===== src/sv/tcc_pkg.sv =====
`default_nettype none
package tcc_pkg;

  parameter int CW_DEFAULT = 16;

  // square root of a 64-bit value, one result bit per cell
  parameter int SQ_VAL_W  = 64;
  parameter int ROOT_W    = 32;
  parameter int SQ_REM_W  = 35;
  parameter int SQ_CELLS  = 32;

  parameter int OUT_DATA_W = 104;
  parameter logic [63:0] QUOT_CAP = 64'h4000_0000_0000_0000;

endpackage
`default_nettype wire


===== src/sv/tcc_sqrt_cell.sv =====
`default_nettype none
module tcc_sqrt_cell
  import tcc_pkg::*;
#(
  parameter int SIDE_W = 8
) (
  input  wire logic                clk,
  input  wire logic                en,
  input  wire logic [SQ_REM_W-1:0] rem_in,
  input  wire logic [ROOT_W-1:0]   root_in,
  input  wire logic [SQ_VAL_W-1:0] val_in,
  input  wire logic [SIDE_W-1:0]   side_in,
  output logic      [SQ_REM_W-1:0] rem_out,
  output logic      [ROOT_W-1:0]   root_out,
  output logic      [SQ_VAL_W-1:0] val_out,
  output logic      [SIDE_W-1:0]   side_out
);

  logic [SQ_REM_W-1:0] tx, trial;
  logic                ge;

  // two value bits in, one root bit out
  always_comb begin
    tx    = {rem_in[SQ_REM_W-3:0], val_in[SQ_VAL_W-1:SQ_VAL_W-2]};
    trial = SQ_REM_W'({root_in, 2'b01});
    ge    = tx >= trial;
  end

  always_ff @(posedge clk) begin
    if (en) begin
      rem_out  <= ge ? (tx - trial) : tx;
      root_out <= {root_in[ROOT_W-2:0], ge};
      val_out  <= {val_in[SQ_VAL_W-3:0], 2'b00};
      side_out <= side_in;
    end
  end

endmodule
`default_nettype wire


===== config.mk =====
export PLATFORM = sky130hd
export DESIGN_NAME = tcc_sqrt_cell
export DESIGN_NICKNAME = d
export VERILOG_FILES = /design/src/sv/tcc_pkg.sv /design/src/sv/tcc_sqrt_cell.sv
export SDC_FILE = /design/constraint.sdc
export NUM_CORES = 1
export LEC_CHECK = 0
export BUFFER_PORTS_ARGS = -buffer_cell sky130_fd_sc_hd__buf_2
export CAP_MARGIN = 20
export CORE_MARGIN = 2
export CORE_UTILIZATION = 52
export CTS_CLUSTER_SIZE = 12
export DETAILED_ROUTE_END_ITERATION = 7
export PLACE_DENSITY = 0.86
export REMOVE_ABC_BUFFERS = 1
export SLEW_MARGIN = 20
export SYNTH_ARGS = -nofsm -noshare
export SYNTH_HDL_FRONTEND = slang
export SYNTH_SLANG_ARGS = --single-unit

===== constraint.sdc =====
create_clock -name clk -period 7.05 [get_ports clk]
set_clock_uncertainty 0.1 [all_clocks]
set_input_delay 1.0575 -clock clk [delete_from_list [all_inputs] [get_ports clk]]
set_output_delay 1.0575 -clock clk [all_outputs]
set_load 0.05 [all_outputs]

# Word level (Yosys, flattened, before mapping)
# Cells that the tools add are included.
# Widths: inputs -> output; s select.
word_totals:
  regBits: 137
  input_bits: 141
  output_inout_bits: 139
  elab_cells: 7
classes:
  addsub: 1
  n_lt_le_gt_ge: 1
  n_mux: 1
ops:
  columns: ["operator", "n"]
  rows:
  - ["$ge 35x34->1", 1]
  - ["$mux 35", 1]
  - ["$sub 35x34->35", 1]

# Depth between registers and ports, before layout
# Gate-level depths: netlist (run 1).
depth:
  word_depth: 2
  depth_mapped: 13
  mapped_depth_nobuf: 10

# Least setup slack after synthesis (run 1)
# No wires, ideal clock.
synth_timing:
  path_type: "input to register"
  start: "in root_in[5]"
  end: "reg rem_out[28] (data pin)"
  setup_ns: 0.260
  arrival_time_ns: 3.097
  required_ns: 6.690
  path_slack_ns: 3.594
  path_stages: 10
  path_buffers: 0
  path_cell_list: "inv_1 -> ha_1 -> a211oi_1 -> o21bai_1 -> nor4_2 -> o21ai_2 -> a211oi_1 -> o221ai_1 -> xnor2_1 -> mux2_2"
synth_via:
  elab_chain_len: 2
  word_cells_on_any_way: 3
  cone_classes: "1 x add/sub; 1 x order compare; 1 x mux"
synth_rtl:
  columns: ["item", "line_no", "source"]
  rows:
  - ["from (decl)", "tcc_sqrt_cell.sv:10", "input wire logic [ROOT_W-1:0] root_in,"]
  - ["$sub 35x34->35 / $ge 35x34->1 (equally long branches)", "tcc_sqrt_cell.sv:31, tcc_sqrt_cell.sv:26", null]
  - ["$mux 35 (*)", "tcc_sqrt_cell.sv:31", "rem_out <= ge ? (tx - trial) : tx;"]
  - ["to (signal assigned)", "tcc_sqrt_cell.sv:31", null]
  - ["to (decl)", "tcc_sqrt_cell.sv:13", "output logic [SQ_REM_W-1:0] rem_out,"]
# Mark *: on every way between the ends. The rest lies on a longest branch, timed or not.
# A chain may end at the register's enable or synchronous reset.

# Worst setup path in the final report (run 1)
layout_timing:
  start: "in root_in[22]"
  end: "reg rem_out[9] (data pin)"
layout_via:
  elab_chain_len: 2
layout_rtl:
  columns: ["item", "line_no", "source"]
  rows:
  - ["$ge 35x34->1", "tcc_sqrt_cell.sv:26", "ge = tx >= trial;"]
  - ["$mux 35", "tcc_sqrt_cell.sv:31", null]
# Every way passes these cells.

==> results.yml, run 1 <==
status:
  status: "complete, no violations"
logic_synthesis:
  ys_seq_area_frac: 0.6265
  synth-edff-count: 137
  yosys_warnings: 0
  synth_flop_cell: "edfxtp_1"
  synth_area_sq_mm: 0.006566
  syn_inst: 507
  post-synth-top-area-cell: "edfxtp_1"
  ys_ff_latch: 137
  ys_async_sr_fraction: 0
  synth.area.top_cells: "edfxtp_1, ha_1, a21oi_1"
  synth_area_per_cell_sq_um: 12.95
  synth_cell_types: 60
  synth_top_area_frac: 0.6265
pwr:
  switchingPower_mw: 0.8446
  netSwitchingFraction: 0.3149
  p_clk_frac: 0.367
  power_density_mw_per_mm2: 306.3
  intPower_mw: 1.837
  p_seq_frac: 0.379
  p_comb_frac: 0.253
  p_leak_nw: 3.875
  ir_drop_uv: 193.9
setup_path:
  startpoint: "root_in[22]"
  worstPathMaxFanout: 32
  critPathArrivalTime_ps: 4250
  endpoint_kind: "flip-flop"
  crit_required_ps: 7100
  endpoint: "rem_out[9]"
  critPathKind: "input pin to flip-flop"
  start_kind: "input pin"
global_route:
  grt_overflow: 0
  grt_util_all_layers: 0.2542
  antenna_found_initial: 1
  grt_max_degree: 90
  grt_pass1_vias: 4957
  grt_pass1_wl_um: 25510
drt:
  wl_per_cell_um: 18.48
  drt-pass1-iter-count: 5
  drtIter0Drc: 377
  vias_per_cell: 5.434
  ant_nets: 0
  drc_errors: 0
  drt_wl_total_um: 18000
  vias: 5293
timing:
  fmax_mhz: 237.9
  final_hold_viol_count: 0
  rsz0062_at_grt: "false"
  fin_setup_tns_ps: 0
  worst_slew_pin_slew_ps: 864.6
  slew_headroom: 0.4214
  layout_worst_path_cycle_share: 0.5962
  finalMaxSlewViolations: 0
  layout_min_cycle_time_ps: 4203
  finalSetupViolations: 0
placed_design:
  dp_cells: 944
  place.detailed.hpwl_um: 13110
  io_buffers: 275
  place_area_sq_mm: 0.008102
  place.gp.congestion: 0.8813
cts:
  path_clk_slew_ps: 60
  cts-hold-fix-buffers: 0
  post-cts-setup-buffer-count: 0
  cts_tree: "done"
  cts_max_level: 4
  clockBufferDepth: 2
  cts-resized-gates: 0
  cts_sinks: 137
  cts_buffers: 17
  root_buffer: "clkbuf_16"
floorplan:
  start_util: 0.5267
  die_width_um: 116.4
  rows: 41
  coreArea_sq_mm: 0.01247
  ios: 280
  dieArea_sq_mm: 0.01354
  die_h_um: 116.4
final_layout:
  final-seq-area_sq_mm: 0.004114
  n_antenna_cell: 0
  postLayoutCellArea_sq_mm: 0.008756
  num-nets-final: 966
  instances_no_fill: 974
  fillers: 885
  multi_input_area_sq_mm: 0.002202
  drive_gt1_frac: 0.4065
  syn_to_final_growth_pct: 33.35
worst_hold_path:
  hold_class: "input pin to flip-flop"
flow_run:
  drv_cap: 0
area by class of cell:
type,instances,area share
flip-flops and latches,137,0.4698
multi-input cells,312,0.2515
repair buffers,277,0.1600
clock buffers,17,0.04859
clock inverters,13,0.02572
well taps,172,0.02458
inverters,46,0.01972
registers in the layout (all words and copies together), names as in the netlist:
name and flops:
val_out 62, root_out 32, side_out 8, rem_out 35
synthesized netlist by cell type, drive strengths merged (2+ instances only):
master and n:
a211oi 4, a21boi 2, a21o 8, a21oi 50, a311oi 3, a31oi 3
and3 5, and4 2, buf 11, clkbuf 2, edfxtp 137, ha 34
inv 46, mux2 11, mux2i 3, nand2 20, nand3 2, nand4 9
nor2 45, nor2b 4, nor3 10, nor4 4, o211ai 6, o21a 3
o21ai 22, o21bai 3, o31a 3, o31ai 2, or2 2, or3 4
xnor2 21, xor2 10
per-stage QoR:
stage                     power [mW]  setup WS, ps  hold slack (ps)    util
after floorplan                1.519          2704             1056       -
after global placement         1.690          2473             1134  0.6499
after detailed placement       1.705          2434             1136  0.6499
after CTS                      2.693          2866            701.3  0.7021
after global routing           2.766          2654            702.1  0.7024
final                          2.682          2847            715.2  0.7024
how the worst min path moves through the flow:
stage | start | to | slack [ps] | depth (start not counted)
2_1_floorplan | root_in[9] | root_out[10] | 1060 | 0
3_3_place_gp | val_in[6] | val_out[8] | 1130 | 1
3_5_place_dp | val_in[15] | val_out[17] | 1140 | 1
4_1_cts | side_in[6] | side_out[6] | 700 | 1
5_1_grt | val_in[16] | val_out[18] | 700 | 1
6_report | val_in[29] | val_out[31] | 720 | 1
power groups by stage:
stage          Sequential [mW]  Combinational, mW  Clock [mW]
6_report                  1.02              0.679       0.985
5_1_grt                   1.03              0.719        1.02
4_1_cts                   1.02              0.678       0.995
3_5_place_dp              1.03              0.672           0
3_3_place_gp              1.03              0.662           0
2_1_floorplan             1.32              0.198           0
logic make-up (layout without fill, tap and decap cells):
family,Yosys count,after routing,synth area share
other,1,2,0.0005711
and+or+nand+nor,110,110,0.07984
xor gates and xnor gates,31,31,0.04135
adders and majority gates,34,34,0.06479
AOI/OAI and AO/OA,121,121,0.1231
muxes,14,14,0.02401
DFF,137,137,0.6265
buffers and inverters,59,353,0.03982
cell usage in the layout, fill, tap and decap left out, types with 3 or more instances in the layout:
cell type,instances
nor3_1,10
a21oi_2,4
o21bai_1,3
a21o_1,8
buf_2,274
nor2b_1,4
nand4_1,9
bufinv_16,6
a31oi_1,3
o21ai_0,20
o31a_1,3
a311oi_1,3
clkinv_1,3
inv_1,46
a21oi_1,46
nor4_1,3
and3_1,5
xnor2_1,21
o21a_1,3
o211ai_1,5
nand2_1,20
xor2_1,10
ha_1,34
mux2_2,6
mux2i_1,3
or3_1,4
clkbuf_16,17
mux2_1,4
edfxtp_1,137
a211oi_1,3
nor2_1,45
routing by layer:
metal,routed length (um),GRT usage,vias to the layer above
met5,14,0,-
met4,635,0.1341,2
met3,1704,0.09704,51
met2,9346,0.4504,230
met1,6298,0.2600,2552
li1,-,-,2458
worst max-delay path, cell delays in order:
cell and delay, ps:
buf_2 90, inv_1 40, ha_1 430, nand4_1 200, nand2b_1 190, or3_1 320
a211oi_2 260, o31ai_2 140, o21ai_4 690, buf_4 430, mux2_1 380
Note: power is estimated with default switching activity, not from simulation.
==> run 2: changes to the inputs <==
- ABC_AREA: not set -> 1
- CORE_UTILIZATION: 52 -> 45
- PLACE_DENSITY: 0.86 -> 0.77
- clock period: 7.05 -> 3.8 ns (I/O delays scaled with it)
==> run 2 against run 1 <==
  * Sequential share of layout area decreased by 3.4 points
  * Highest routed layer unchanged
  * Count of clock-buffer cells in the layout unchanged
  * Critical path type unchanged
  * Die area increased by 27%
  * Largest cell class unchanged
  * Clock power increased by 65%
==> results.yml, run 2 <==
drt:
  wl_per_cell_um: 15.30
  drtIter0Drc: 342
  vias: 6099
  vias_per_cell: 4.631
  drt-pass1-iter-count: 5
  drc_errors: 0
  drt_wl_total_um: 20150
  ant_nets: 0
logic_synthesis:
  synth_top_area_frac: 0.5676
  yosysMostFrequentCell: "nand2_1"
  yosys_warnings: 0
  synth_area_per_cell_sq_um: 9.083
  ys_async_sr_fraction: 0
  synth_area_sq_mm: 0.007248
  synth.area.top_cells: "edfxtp_1, nand2_1, inv_1"
  post-synth-top-area-cell: "edfxtp_1"
  synth_cell_types: 29
  synth_commonest_cells: "nand2_1, edfxtp_1, inv_1"
  synth_flop_cell: "edfxtp_1"
  syn_inst: 798
  ys_ff_latch: 137
  synth-edff-count: 137
  ys_seq_area_frac: 0.5676
final_layout:
  final-seq-area_sq_mm: 0.004114
  drive_gt1_frac: 0.2964
  final_cell_mix: "nand2_1, buf_2, edfxtp_1, inv_1, nor2_1"
  fillers: 1416
  largest_register: "val_out"
  syn_to_final_growth_pct: 30.30
  reg_top3: "val_out (62), rem_out (35), root_out (32)"
  num-nets-final: 1262
  largest_register_ffs: 62
  postLayoutCellArea_sq_mm: 0.009444
  multi_input_area_sq_mm: 0.002572
  layout_commonest_cell: "nand2_1"
worst_hold_path:
  min_to: "val_out[27]"
  min_from: "val_in[25]"
  hold_class: "input pin to flip-flop"
  holdPathStages: 1
timing:
  rsz0062_at_grt: "false"
  fmax_mhz: 391.3
  final_hold_viol_count: 0
  fin_setup_tns_ps: 0
  worst_hold_slack_ps: 216.9
  fin_ws_ps: 1245
  layout_min_cycle_time_ps: 2555
  slew_headroom: 0.5005
  finalSetupViolations: 0
  layout_worst_path_cycle_share: 0.6725
  worst_slew_pin_slew_ps: 749.2
  finalMaxSlewViolations: 0
placed_design:
  pre_cts_slack_ps: 802.4
  place.gp.congestion: 0.9000
  io_buffers: 275
  place_area_sq_mm: 0.008857
  place.detailed.hpwl_um: 15970
global_route:
  grt_pass1_vias: 5762
  grt_overflow: 0
  antenna_found_initial: 2
  grt_max_degree: 84
  grt_pass1_wl_um: 29730
  grt_util_all_layers: 0.2321
setup_path:
  worstPathMaxFanout: 34
  start_kind: "input pin"
  critPathKind: "input pin to flip-flop"
  cpPeakStageDelay_ps: 380
  path_cells: "buf_2 > inv_1 > ha_1 > nand2_1 > inv_1 > nand2_1 > inv_1 > a21oi_2 > nand3_2 > nand3_2 > nand2_4 > inv_4 > nand2_1 > nand2_1"
  critPathArrivalTime_ps: 2740
  cp_common_cell: "nand2_1"
  endpoint_kind: "flip-flop"
  crit_required_ps: 3990
  slowest_stage: "inv_4"
floorplan:
  die_width_um: 130.9
  coreArea_sq_mm: 0.01583
  start_util: 0.4579
  rows: 46
  dieArea_sq_mm: 0.01714
  die_h_um: 130.9
  ios: 280
cts:
  cts_sinks: 137
  path_clk_slew_ps: 60
  cts_tree: "done"
  cts_max_level: 4
  post-cts-setup-buffer-count: 0
  cts-resized-gates: 0
  clockBufferDepth: 2
  root_buffer: "clkbuf_16"
  cts_buffers: 17
  cts-hold-fix-buffers: 0
pwr:
  power_density_mw_per_mm2: 506.8
  fin_total_pwr_mw: 4.786
  p_leak_nw: 4.794
  ir_drop_uv: 313.1
flow_run:
  drv_cap: 0
status:
  status: "complete, no violations"
run 2: layout make-up:
| class | instances | area share |
|---|---|---|
| sequential | 137 | 0.4356 |
| multi-input combinational | 524 | 0.2724 |
| timing repair buffer | 277 | 0.1493 |
| inverter | 130 | 0.05193 |
| clock buffer | 17 | 0.04505 |
| tap | 216 | 0.02862 |
| clock inverter | 15 | 0.01683 |
| antenna | 1 | 0.0002650 |
run 2: worst max-delay path, delay by kind of cell:
kind	cells	cell delay (ps)
compound gates	1	200
fa+ha+maj	1	330
simple gates	7	920
buf+inv	5	700
run 2: worst max path at each step:
stage	from	to	slack, ps	cells past startpoint
2_1_floorplan	root_in[14]	rem_out[33]	1370	13
3_3_place_gp	root_in[13]	rem_out[34]	830	13
3_5_place_dp	root_in[13]	rem_out[33]	800	12
4_1_cts	root_in[13]	rem_out[11]	1240	14
5_1_grt	root_in[13]	rem_out[23]	960	12
6_report	root_in[13]	rem_out[11]	1240	14
run 2: logic make-up (layout without fill, tap and decap cells):
kind of cell,after synthesis,in the layout,share of synthesized area
adders and majority gates,34,34,0.05869
AOI/OAI and AO/OA,40,40,0.03072
xor gates and xnor gates,18,18,0.02175
other,1,3,0.0005174
DFF,137,137,0.5676
buffers and inverters,138,439,0.07802
and+or+nand+nor,430,430,0.2427
run 2: where the power goes:
| group | total, mW | switching, mW | internal (mW) |
|---|---|---|---|
| clock | 1.63 | 0.708 | 0.926 |
| combinational | 1.28 | 0.964 | 0.314 |
| sequential | 1.87 | 0.0332 | 1.84 |
| total | 4.79 | 1.71 | 3.08 |
run 2: through the flow:
stage,std cells,util
after floorplan,791,-
final,1317,0.5967
after global placement,1284,0.5596
after detailed placement,1284,0.5596
after CTS,1316,0.5965
after global routing,1317,0.5967
run 2: per-layer routing:
metal  vias to the layer above  wire [um]  global-route usage
met3                        33       1592             0.07736
met5                         -         13                   0
met2                       197       9736              0.3977
met1                      2722       8325              0.2750
li1                       3145          -                   -
met4                         2        482             0.07885
