--- config.mk ---
export PLATFORM = sky130hd
export DESIGN_NAME = tcc_div_cell
export DESIGN_NICKNAME = d
export VERILOG_FILES = /design/src/sv/tcc_div_cell.sv
export SDC_FILE = /design/constraint.sdc
export NUM_CORES = 1
export LEC_CHECK = 0
export ABC_AREA = 1
export ABC_CLOCK_PERIOD_IN_PS = 2600
export BUFFER_PORTS_ARGS = -buffer_cell sky130_fd_sc_hd__buf_2
export CAP_MARGIN = 20
export CORE_AREA = 5 5 256 258
export CTS_CLUSTER_DIAMETER = 60
export DETAILED_ROUTE_END_ITERATION = 8
export DIE_AREA = 0 0 261 263
export GPL_TIMING_DRIVEN = 0
export PLACE_DENSITY = 0.51
export SKIP_CTS_REPAIR_TIMING = 1
export SLEW_MARGIN = 20
export SYNTH_ARGS = -nofsm -noshare
export SYNTH_HDL_FRONTEND = slang
export SYNTH_SLANG_ARGS = --single-unit
--- constraint.sdc ---
create_clock -name clk -period 2.6 [get_ports clk]
set_clock_uncertainty 0.15 [all_clocks]
set_input_delay 0.26 -clock clk [delete_from_list [all_inputs] [get_ports clk]]
set_output_delay 0.26 -clock clk [all_outputs]
set_load 0.01 [all_outputs]
--- src/sv/tcc_div_cell.sv ---
`default_nettype none
module tcc_div_cell #(
  parameter int NUM_W  = 53,
  parameter int DEN_W  = 36,
  parameter int SIDE_W = 8
) (
  input  wire logic              clk,
  input  wire logic              en,
  input  wire logic [DEN_W-1:0]  d_in,
  input  wire logic [DEN_W-1:0]  rem_x_in,
  input  wire logic [DEN_W-1:0]  rem_y_in,
  input  wire logic [NUM_W-1:0]  num_x_in,
  input  wire logic [NUM_W-1:0]  num_y_in,
  input  wire logic [NUM_W-1:0]  quo_x_in,
  input  wire logic [NUM_W-1:0]  quo_y_in,
  input  wire logic [SIDE_W-1:0] side_in,
  output logic      [DEN_W-1:0]  d_out,
  output logic      [DEN_W-1:0]  rem_x_out,
  output logic      [DEN_W-1:0]  rem_y_out,
  output logic      [NUM_W-1:0]  num_x_out,
  output logic      [NUM_W-1:0]  num_y_out,
  output logic      [NUM_W-1:0]  quo_x_out,
  output logic      [NUM_W-1:0]  quo_y_out,
  output logic      [SIDE_W-1:0] side_out
);

  logic [DEN_W:0] tx, ty, dx_diff, dy_diff, d_ext;
  logic           ge_x, ge_y;

  // restoring step: bring down one numerator bit, subtract if it fits
  always_comb begin
    d_ext   = {1'b0, d_in};
    tx      = {rem_x_in, num_x_in[NUM_W-1]};
    ty      = {rem_y_in, num_y_in[NUM_W-1]};
    ge_x    = tx >= d_ext;
    ge_y    = ty >= d_ext;
    dx_diff = tx - d_ext;
    dy_diff = ty - d_ext;
  end

  always_ff @(posedge clk) begin
    if (en) begin
      d_out     <= d_in;
      rem_x_out <= ge_x ? dx_diff[DEN_W-1:0] : tx[DEN_W-1:0];
      rem_y_out <= ge_y ? dy_diff[DEN_W-1:0] : ty[DEN_W-1:0];
      num_x_out <= {num_x_in[NUM_W-2:0], 1'b0};
      num_y_out <= {num_y_in[NUM_W-2:0], 1'b0};
      quo_x_out <= {quo_x_in[NUM_W-2:0], ge_x};
      quo_y_out <= {quo_y_in[NUM_W-2:0], ge_y};
      side_out  <= side_in;
    end
  end

endmodule
`default_nettype wire

== Word-level counts from Yosys, hierarchy flattened ==
Index checks and enable logic that the tools add are counted.

* Logic and storage cells: 14
* Flip-flop bits (word level): 326

* Magnitude comparators: 2
* Add/sub/neg operators: 2
* Muxes and demuxes: 2

{| class="wikitable"
|+ Operator list
! kind !! count
|-
| >= comparator 37 x 36 -> 1 bit || 2
|-
| two-way mux 36 bit || 2
|-
| subtractor 36 bit || 2
|}

== Logic depth before layout (Yosys ltp) ==
Gate-level depths: netlist (run 1).

* Depth after elaboration: 2
* Depth in mapped cells: 16
* Gate-level depth less buffers: 15

== Worst setup path before layout (run 1) ==
OpenSTA, ideal clock, no wires.

* Path kind: input to register
* Start: input num_x_in[52]
* End: register rem_x_out[32], data pin
* Path slack: 488 ps
* Arrival time: 1709 ps
* Required time: 2197 ps
* Buffers on the path: 0
* Cell stages on the path: 15
* Cell sequence: inv_1 ha_1 fa_1 inv_1 nand3_1 nand3_1 nand2_1 nand2_1 nand2_1 nand2_1 nand2_1 nand2_1 nand2_1 nand3_1 nand2_1

* Longest elaborated chain between the ends: 2
* Elaborated cells on any way between the ends: 3
* Those cells by class: 1 x add/sub; 1 x order compare; 1 x mux

{| class="wikitable"
|+ Ends and longest elaborated chain
! element !! RTL line !! text
|-
| start: declaration || 12 || <nowiki>input wire logic [NUM_W-1:0] num_x_in,</nowiki>
|-
| subtractor 36 bit or >= comparator 37 x 36 -> 1 bit (tied branches) || 37, 35 ||
|-
| two-way mux 36 bit (*) || 44 || <nowiki>rem_x_out <= ge_x ? dx_diff[DEN_W-1:0] : tx[DEN_W-1:0];</nowiki>
|-
| end signal: assignment || 44 ||
|-
| end: declaration || 18 || <nowiki>output logic [DEN_W-1:0] rem_x_out,</nowiki>
|}

Mark *: on every way between the ends. The rest lies on a longest branch, timed or not.
A chain may end at the register's enable or synchronous reset.

== Final worst setup path (run 1) ==
* Start: input rem_y_in[32]
* End: register rem_y_out[25], data pin

* Longest elaborated chain between the ends: 2

{| class="wikitable"
|+ Ends and longest elaborated chain
! element !! RTL line !! text
|-
| start: declaration || 11 || <nowiki>input wire logic [DEN_W-1:0] rem_y_in,</nowiki>
|-
| >= comparator 37 x 36 -> 1 bit || 36 || <nowiki>ge_y = ty >= d_ext;</nowiki>
|-
| two-way mux 36 bit || 45 || <nowiki>rem_y_out <= ge_y ? dy_diff[DEN_W-1:0] : ty[DEN_W-1:0];</nowiki>
|-
| end signal: assignment || 45 ||
|-
| end: declaration || 19 || <nowiki>output logic [DEN_W-1:0] rem_y_out,</nowiki>
|}

No other way between the ends.

==> qor.csv, run 1 <==
metric,value,unit
status,"finished, violations left",
violations,negative hold slack,
final_cell_area,0.0254,mm²
use_met2,36.4,%
syn_area_per_cell,9.78,µm²
dpl_cell_area,0.0209,mm²
whs,-0.0334,ns
start_kind,input port,
period_needed,2.43,ns
ys_seq_elements,326,
fp-row-count,92,
whs_path_depth,3,
die-area,0.0686,mm²
p_leak,12.0,nW
place.gp.congestion,0.920,
crit_required,2.89,ns
timing.final.crit_share,93.6,%
mostFrequentLayoutCells,"buf_2, nand2_1, edfxtp_1, dlygate4sd3_1, inv_1",
io_pins,658,
criticalPathCategory,input port to flop,
synth_top_area_share,59.4,%
slew_violations,0,
yosysWarnings,0,
seq_area_frac_synth,59.4,%
startpoint,rem_y_in[32],
htree_levels,2,
syn_to_final_growth,54.4,%
grt_pass1_vias,14562,
powerDensity,617,mW/mm²
cts_tree,done,
grt_max_degree,102,
final_cell_count_no_fill,3589,
p_int,11.1,mW
setup_ws,0.167,ns
peakVddDrop,0.365,mV
synth_area_leaders,"edfxtp_1, nand2_1, ha_1, inv_1, nand3_1",
die_w,261,µm
setup_viol,0,
swShare,29.3,%
final_util,40.5,%
grt_pass1_wl,95700,µm
clkPwrFrac,36.7,%
cts.sinks,326,
min-delay-start,num_y_in[52],
pwr-share-comb,21.7,%
p_sw,4.60,mW
drt_pass1_iterations,5,
crit_arrival,2.72,ns
hold_viol,1,
wl_per_cell,20.2,µm
die_h,263,µm
gr-total-overflow,0,
core,0.0627,mm²
drv_cap,0,
fin_setup_tns,0,ns
num_vias,15786,
grt_use_met3,4.65,%
portBuffers,653,
numCtsBuffers,43,
slew_headroom,60.7,%
grt_use_met1,19.4,%
final_common_cell,buf_2,
drc,0,
grt.busiest_layer,met2,
cts_root_buf,clkbuf_16,
hold_end,rem_y_out[0],
filler_cell_count,6210,
pwr-share-seq,41.6,%
tightest_slew,0.589,ns
synthCells,1684,
critPathCaptureType,flop,
rsz0062_at_grt,false,
grt_use_total,18.8,%
drt_iter0_markers,1020,
hold_path.class,input port to flop,
post_route_cells_drive_above_1_share,29.2,%
start_util,26.3,%
ys_types,37,
clk_path_buf_depth,3,
clk_pin_slew,0.06,ns
ant_nets,0,
fin_nets,3105,
netlist_area,0.0165,mm²
antenna_found_initial,11,
yosysTopAreaCell,edfxtp_1,
path_max_fanout,10,
max_freq,411,MHz
drt-total-wl,72500,µm
placedCellCount,3187,
dp_slack,-0.315,ns
vias_per_cell,4.40,
total_power,15.7,mW
place_hpwl,57200,µm
cell families after synthesis:
family	count (synthesis)	share of synthesized area, %
compound gates	89	3.03
flops	326	59.4
other cells	1	0.0228
buf+inv	266	6.60
simple gates	892	23.3
xor+xnor	36	1.91
fa+ha+maj	74	5.71
flip-flops by register name (all words and copies together) (netlist names):
name       count
d_out         36
side_out       8
quo_x_out     53
num_x_out     52
num_y_out     52
rem_y_out     36
rem_x_out     36
quo_y_out     53
worst max-delay path by stage:
stage / endpoint / cells past startpoint / slack [ns]
floorplan: rem_x_out[32] / 15 / 0.49
global placement: num_x_out[26] / 1 / -3.72
CTS: rem_y_out[6] / 15 / 0.30
global route: rem_y_out[6] / 11 / 0.04
detailed placement: rem_y_out[6] / 15 / -0.32
finish: rem_y_out[25] / 12 / 0.17
final cells by class:
cell class | instances | area [µm²] | share of cell area, %
sequential | 326 | 9790 | 38.5
timing repair buffer | 971 | 6510 | 25.6
multi-input combinational | 1093 | 5600 | 22.0
clock buffer | 53 | 1130 | 4.46
tap | 846 | 1060 | 4.16
inverter | 243 | 912 | 3.59
clock inverter | 25 | 231 | 0.910
buffer | 23 | 175 | 0.689
antenna | 9 | 22.5 | 0.0885
worst max-delay path, stage by stage:
cell	delay (ns)
dlygate4sd3_1	0.53
buf_2	0.14
ha_1	0.40
nand2_1	0.14
nor2_1	0.18
nand2_1	0.12
nor2_2	0.11
nand4_1	0.12
nand4_2	0.15
buf_2	0.28
nand3_1	0.20
nand2_1	0.10
per-layer routing:
layer / vias to the layer above / wire [µm] / share of wire, %
met5: - / 31 / 0.043
met4: 4 / 2830 / 3.9
met3: 146 / 4950 / 6.8
met2: 610 / 39000 / 54
met1: 7398 / 25700 / 35
li1: 7628 / - / -
power groups by stage:
stage	Clock [mW]	Sequential, mW	Combinational [mW]
global route	6.18	6.57	3.72
finish	5.76	6.53	3.41
CTS	5.94	6.53	3.05
global placement	0	6.68	3.01
detailed placement	0	6.63	3.03
floorplan	0	6.91	1.23
cells in the mapped netlist (all sizes together):
| cell type | number |
|---|---|
| and2 | 1 |
| buf | 23 |
| edfxtp | 326 |
| fa | 2 |
| inv | 241 |
| nor3 | 16 |
| nor2 | 122 |
| xnor2 | 2 |
| a21boi | 2 |
| nand2 | 558 |
| a21oi | 56 |
| xor2 | 34 |
| a31o | 1 |
| nand3b | 18 |
| o21a | 2 |
| clkinv | 2 |
| or2 | 1 |
| nand4 | 13 |
| conb | 1 |
| ha | 72 |
| o21ai | 15 |
| nand3 | 160 |
| o21bai | 13 |
| nor4 | 3 |
Note: power is estimated with default switching activity, not from simulation.
==> run 2: changes to the inputs <==
--- a/config.mk
+++ b/config.mk
@@ -5,16 +5,15 @@
 export SDC_FILE = /design/constraint.sdc
 export NUM_CORES = 1
 export LEC_CHECK = 0
-export ABC_AREA = 1
 export ABC_CLOCK_PERIOD_IN_PS = 2600
 export BUFFER_PORTS_ARGS = -buffer_cell sky130_fd_sc_hd__buf_2
 export CAP_MARGIN = 20
-export CORE_AREA = 5 5 256 258
+export CORE_AREA = 5 5 251 253
 export CTS_CLUSTER_DIAMETER = 60
 export DETAILED_ROUTE_END_ITERATION = 8
-export DIE_AREA = 0 0 261 263
+export DIE_AREA = 0 0 256 258
 export GPL_TIMING_DRIVEN = 0
-export PLACE_DENSITY = 0.51
+export PLACE_DENSITY = 0.49
 export SKIP_CTS_REPAIR_TIMING = 1
 export SLEW_MARGIN = 20
 export SYNTH_ARGS = -nofsm -noshare
==> run 2 against run 1 <==
Setup slack got worse by 0.30 ns. Die area down 3.8%. Core utilization is 2.2 points higher. Routed wire length is 7.4% lower. Largest cell class unchanged. The run ends with negative hold slack, negative setup slack left. Non-clock buffer count grew 67.
==> qor.csv, run 2 <==
metric,value,unit,change
hold_viol,2,,+1
synthCells,1137,,-32%
dpl_cell_area,0.0196,mm²,-6.0%
cpPeakStageDelay,0.37,ns,-0.16 ns
synth-edff-count,326,,unchanged
grt_max_degree,95,,-6.9%
synth_most_common_cell,edfxtp_1,,
fin_nets,2617,,-16%
filler_cell_count,5798,,-6.6%
core,0.0608,mm²,-3.1%
synth_top_area_share,65.7,%,+6.2 points
pwr-share-seq,38.9,%,-2.7 points
drt_iter0_markers,899,,-12%
powerDensity,646,mW/mm²,+4.6%
fp-row-count,91,,-1.1%
rsz0062_at_grt,true,,
start_kind,input port,,
num_vias,13961,,-12%
yosysWarnings,0,,unchanged
synth_area_leaders,"edfxtp_1, ha_1, a21oi_1, nand2_1, o21ai_0",,
clk_path_buf_depth,3,,unchanged
criticalPathCategory,input port to flop,,
path_delay_family,compound AO/OA/AOI/OAI gates,,
ys.flop_type,edfxtp_1,,
tightest_slew,0.610,ns,+0.0207 ns
top_regs,"quo_x_out (53), quo_y_out (53)",,
cts.sinks,326,,unchanged
total_power,16.8,mW,+6.9%
syn_area_per_cell,13.1,µm²,+34%
drt_pass1_iterations,5,,unchanged
p_sw,4.73,mW,+2.8%
cts_root_buf,clkbuf_16,,
yosysTopAreaCell,edfxtp_1,,
numCtsBuffers,46,,+7.0%
synth_async_sr_flop_share,0,%,unchanged
io_pins,658,,unchanged
pwr-share-comb,22.9,%,+1.2 points
slew_violations,0,,unchanged
final_cell_area,0.0260,mm²,+2.2%
critPathCaptureType,flop,,
ant_nets,0,,unchanged
crit_arrival,2.89,ns,+0.17 ns
crit_required,2.76,ns,-0.13 ns
ys_seq_elements,326,,unchanged
clk_pin_slew,0.05,ns,about the same
timing.final.crit_share,105,%,+11 points
vias_per_cell,4.58,,+4.2%
grt_pass1_vias,12415,,-15%
gr-total-overflow,0,,unchanged
whs,-0.0177,ns,+0.0157 ns
hold_path.class,input port to flop,,
setup_ws,-0.128,ns,-0.295 ns
swShare,28.2,%,-1.1 points
clkPwrFrac,38.2,%,+1.5 points
drc,0,,unchanged
p_leak,10.8,nW,-9.8%
htree_levels,2,,unchanged
regArea,0.00979,mm²,unchanged
drt-total-wl,67100,µm,-7.4%
cp_num_buf_inv,5,,+2
p_int,12.1,mW,+8.6%
die_h,258,µm,-1.9%
setup_viol,48,,+48
peakVddDrop,0.450,mV,+24%
multi_input_area,0.00577,mm²,+3.0%
netlist_area,0.0149,mm²,-9.5%
ys_types,69,,+86%
final_common_cell,buf_2,,
status,"finished, violations left",,
synthTopCellsByCount,"edfxtp_1, a21oi_1, nand2_1",,
die_w,256,µm,-1.9%
max_freq,367,MHz,-11%
grt_use_total,17.6,%,-1.2 points
wl_per_cell,22.0,µm,+9.1%
path_max_fanout,10,,unchanged
period_needed,2.73,ns,+0.295 ns
grt_pass1_wl,86800,µm,-9.3%
mostFrequentLayoutCells,"buf_2, edfxtp_1, dlygate4sd3_1, nand2_1, a21oi_1",,
cts_tree,done,,
place_hpwl,50800,µm,-11%
cp_cell_sequence,"buf_8, clkinvlp_4, buf_12, ha_4, a21oi_4, o21ai_4, a311oi_4, nor4_4, a211oi_4, o21a_1, o31a_1, buf_6, buf_6, o21ai_0",,
post_route_cells_drive_above_1_share,44.0,%,+15 points
slew_headroom,59.4,%,-1.4 points
antenna_found_initial,15,,+4
seq_area_frac_synth,65.7,%,+6.2 points
crit_top_cell,buf_6,,
critPathSlowestCell,a311oi_4,,
drv_cap,0,,unchanged
start_util,24.5,%,-1.7 points
die-area,0.0660,mm²,-3.8%
portBuffers,653,,unchanged
syn_to_final_growth,74.5,%,
violations,"negative hold slack, negative setup slack",,
place.gp.congestion,0.909,,-1.2%
run 2: worst paths after layout:
kind,startpoint,endpoint,depth (start not counted)
worst max-delay path,d_in[20],rem_x_out[1],14
worst min-delay path,rem_y_in[18],rem_y_out[19],3
run 2: tightest hold or removal path, stage by stage:
cell and delay [ns]:
buf_2 0.15, nor2_1 0.06, a21oi_1 0.10
run 2: through the flow:
step	instances	hold slack [ns]	TNS (ns)	setup WS [ns]	util [%]
final	3047	-0.0177	-3.31	-0.128	42.8
after global placement	2581	0.288	-1277.98	-3.78	32.2
after floorplan	1138	0.209	-2.72	-0.172	-
after detailed placement	2584	0.288	-62.32	-1.08	32.3
after global routing	3043	-0.00759	-5.74	-0.182	42.8
after CTS	2668	-0.336	-17.37	-0.502	34.9
run 2: kinds of logic after synthesis:
family / synth area share (%)
buffers and inverters: 2.74
and+or+nand+nor: 8.60
AOI/OAI and AO/OA: 12.9
DFF: 65.7
xor gates and xnor gates: 3.11
other: 0.0252
adders and majority gates: 6.31
muxes: 0.596
run 2: layout make-up:
type | count | share of cell area (%)
timing repair buffer | 1033 | 27.9
tap | 790 | 3.80
clock buffer | 54 | 4.62
clock inverter | 30 | 1.39
inverter | 62 | 1.13
sequential | 326 | 37.6
multi-input combinational | 716 | 22.2
buffer | 28 | 1.27
antenna | 8 | 0.0770
run 2: power groups by stage:
stage	Sequential (mW)	Clock, mW	Combinational, mW
after CTS	6.53	6.64	2.94
after floorplan	6.92	0	1.18
final	6.53	6.42	3.84
after global routing	6.58	6.86	4.11
after detailed placement	6.63	0	2.93
after global placement	6.68	0	2.90
run 2: per-layer routing:
| metal | wire length, µm | global-route usage [%] | up-vias |
|---|---|---|---|
| met3 | 5000 | 6.49 | 118 |
| met2 | 33600 | 30.7 | 552 |
| met5 | 50 | 0 | - |
| met1 | 26200 | 20.1 | 6793 |
| li1 | - | - | 6490 |
| met4 | 2270 | 5.65 | 8 |
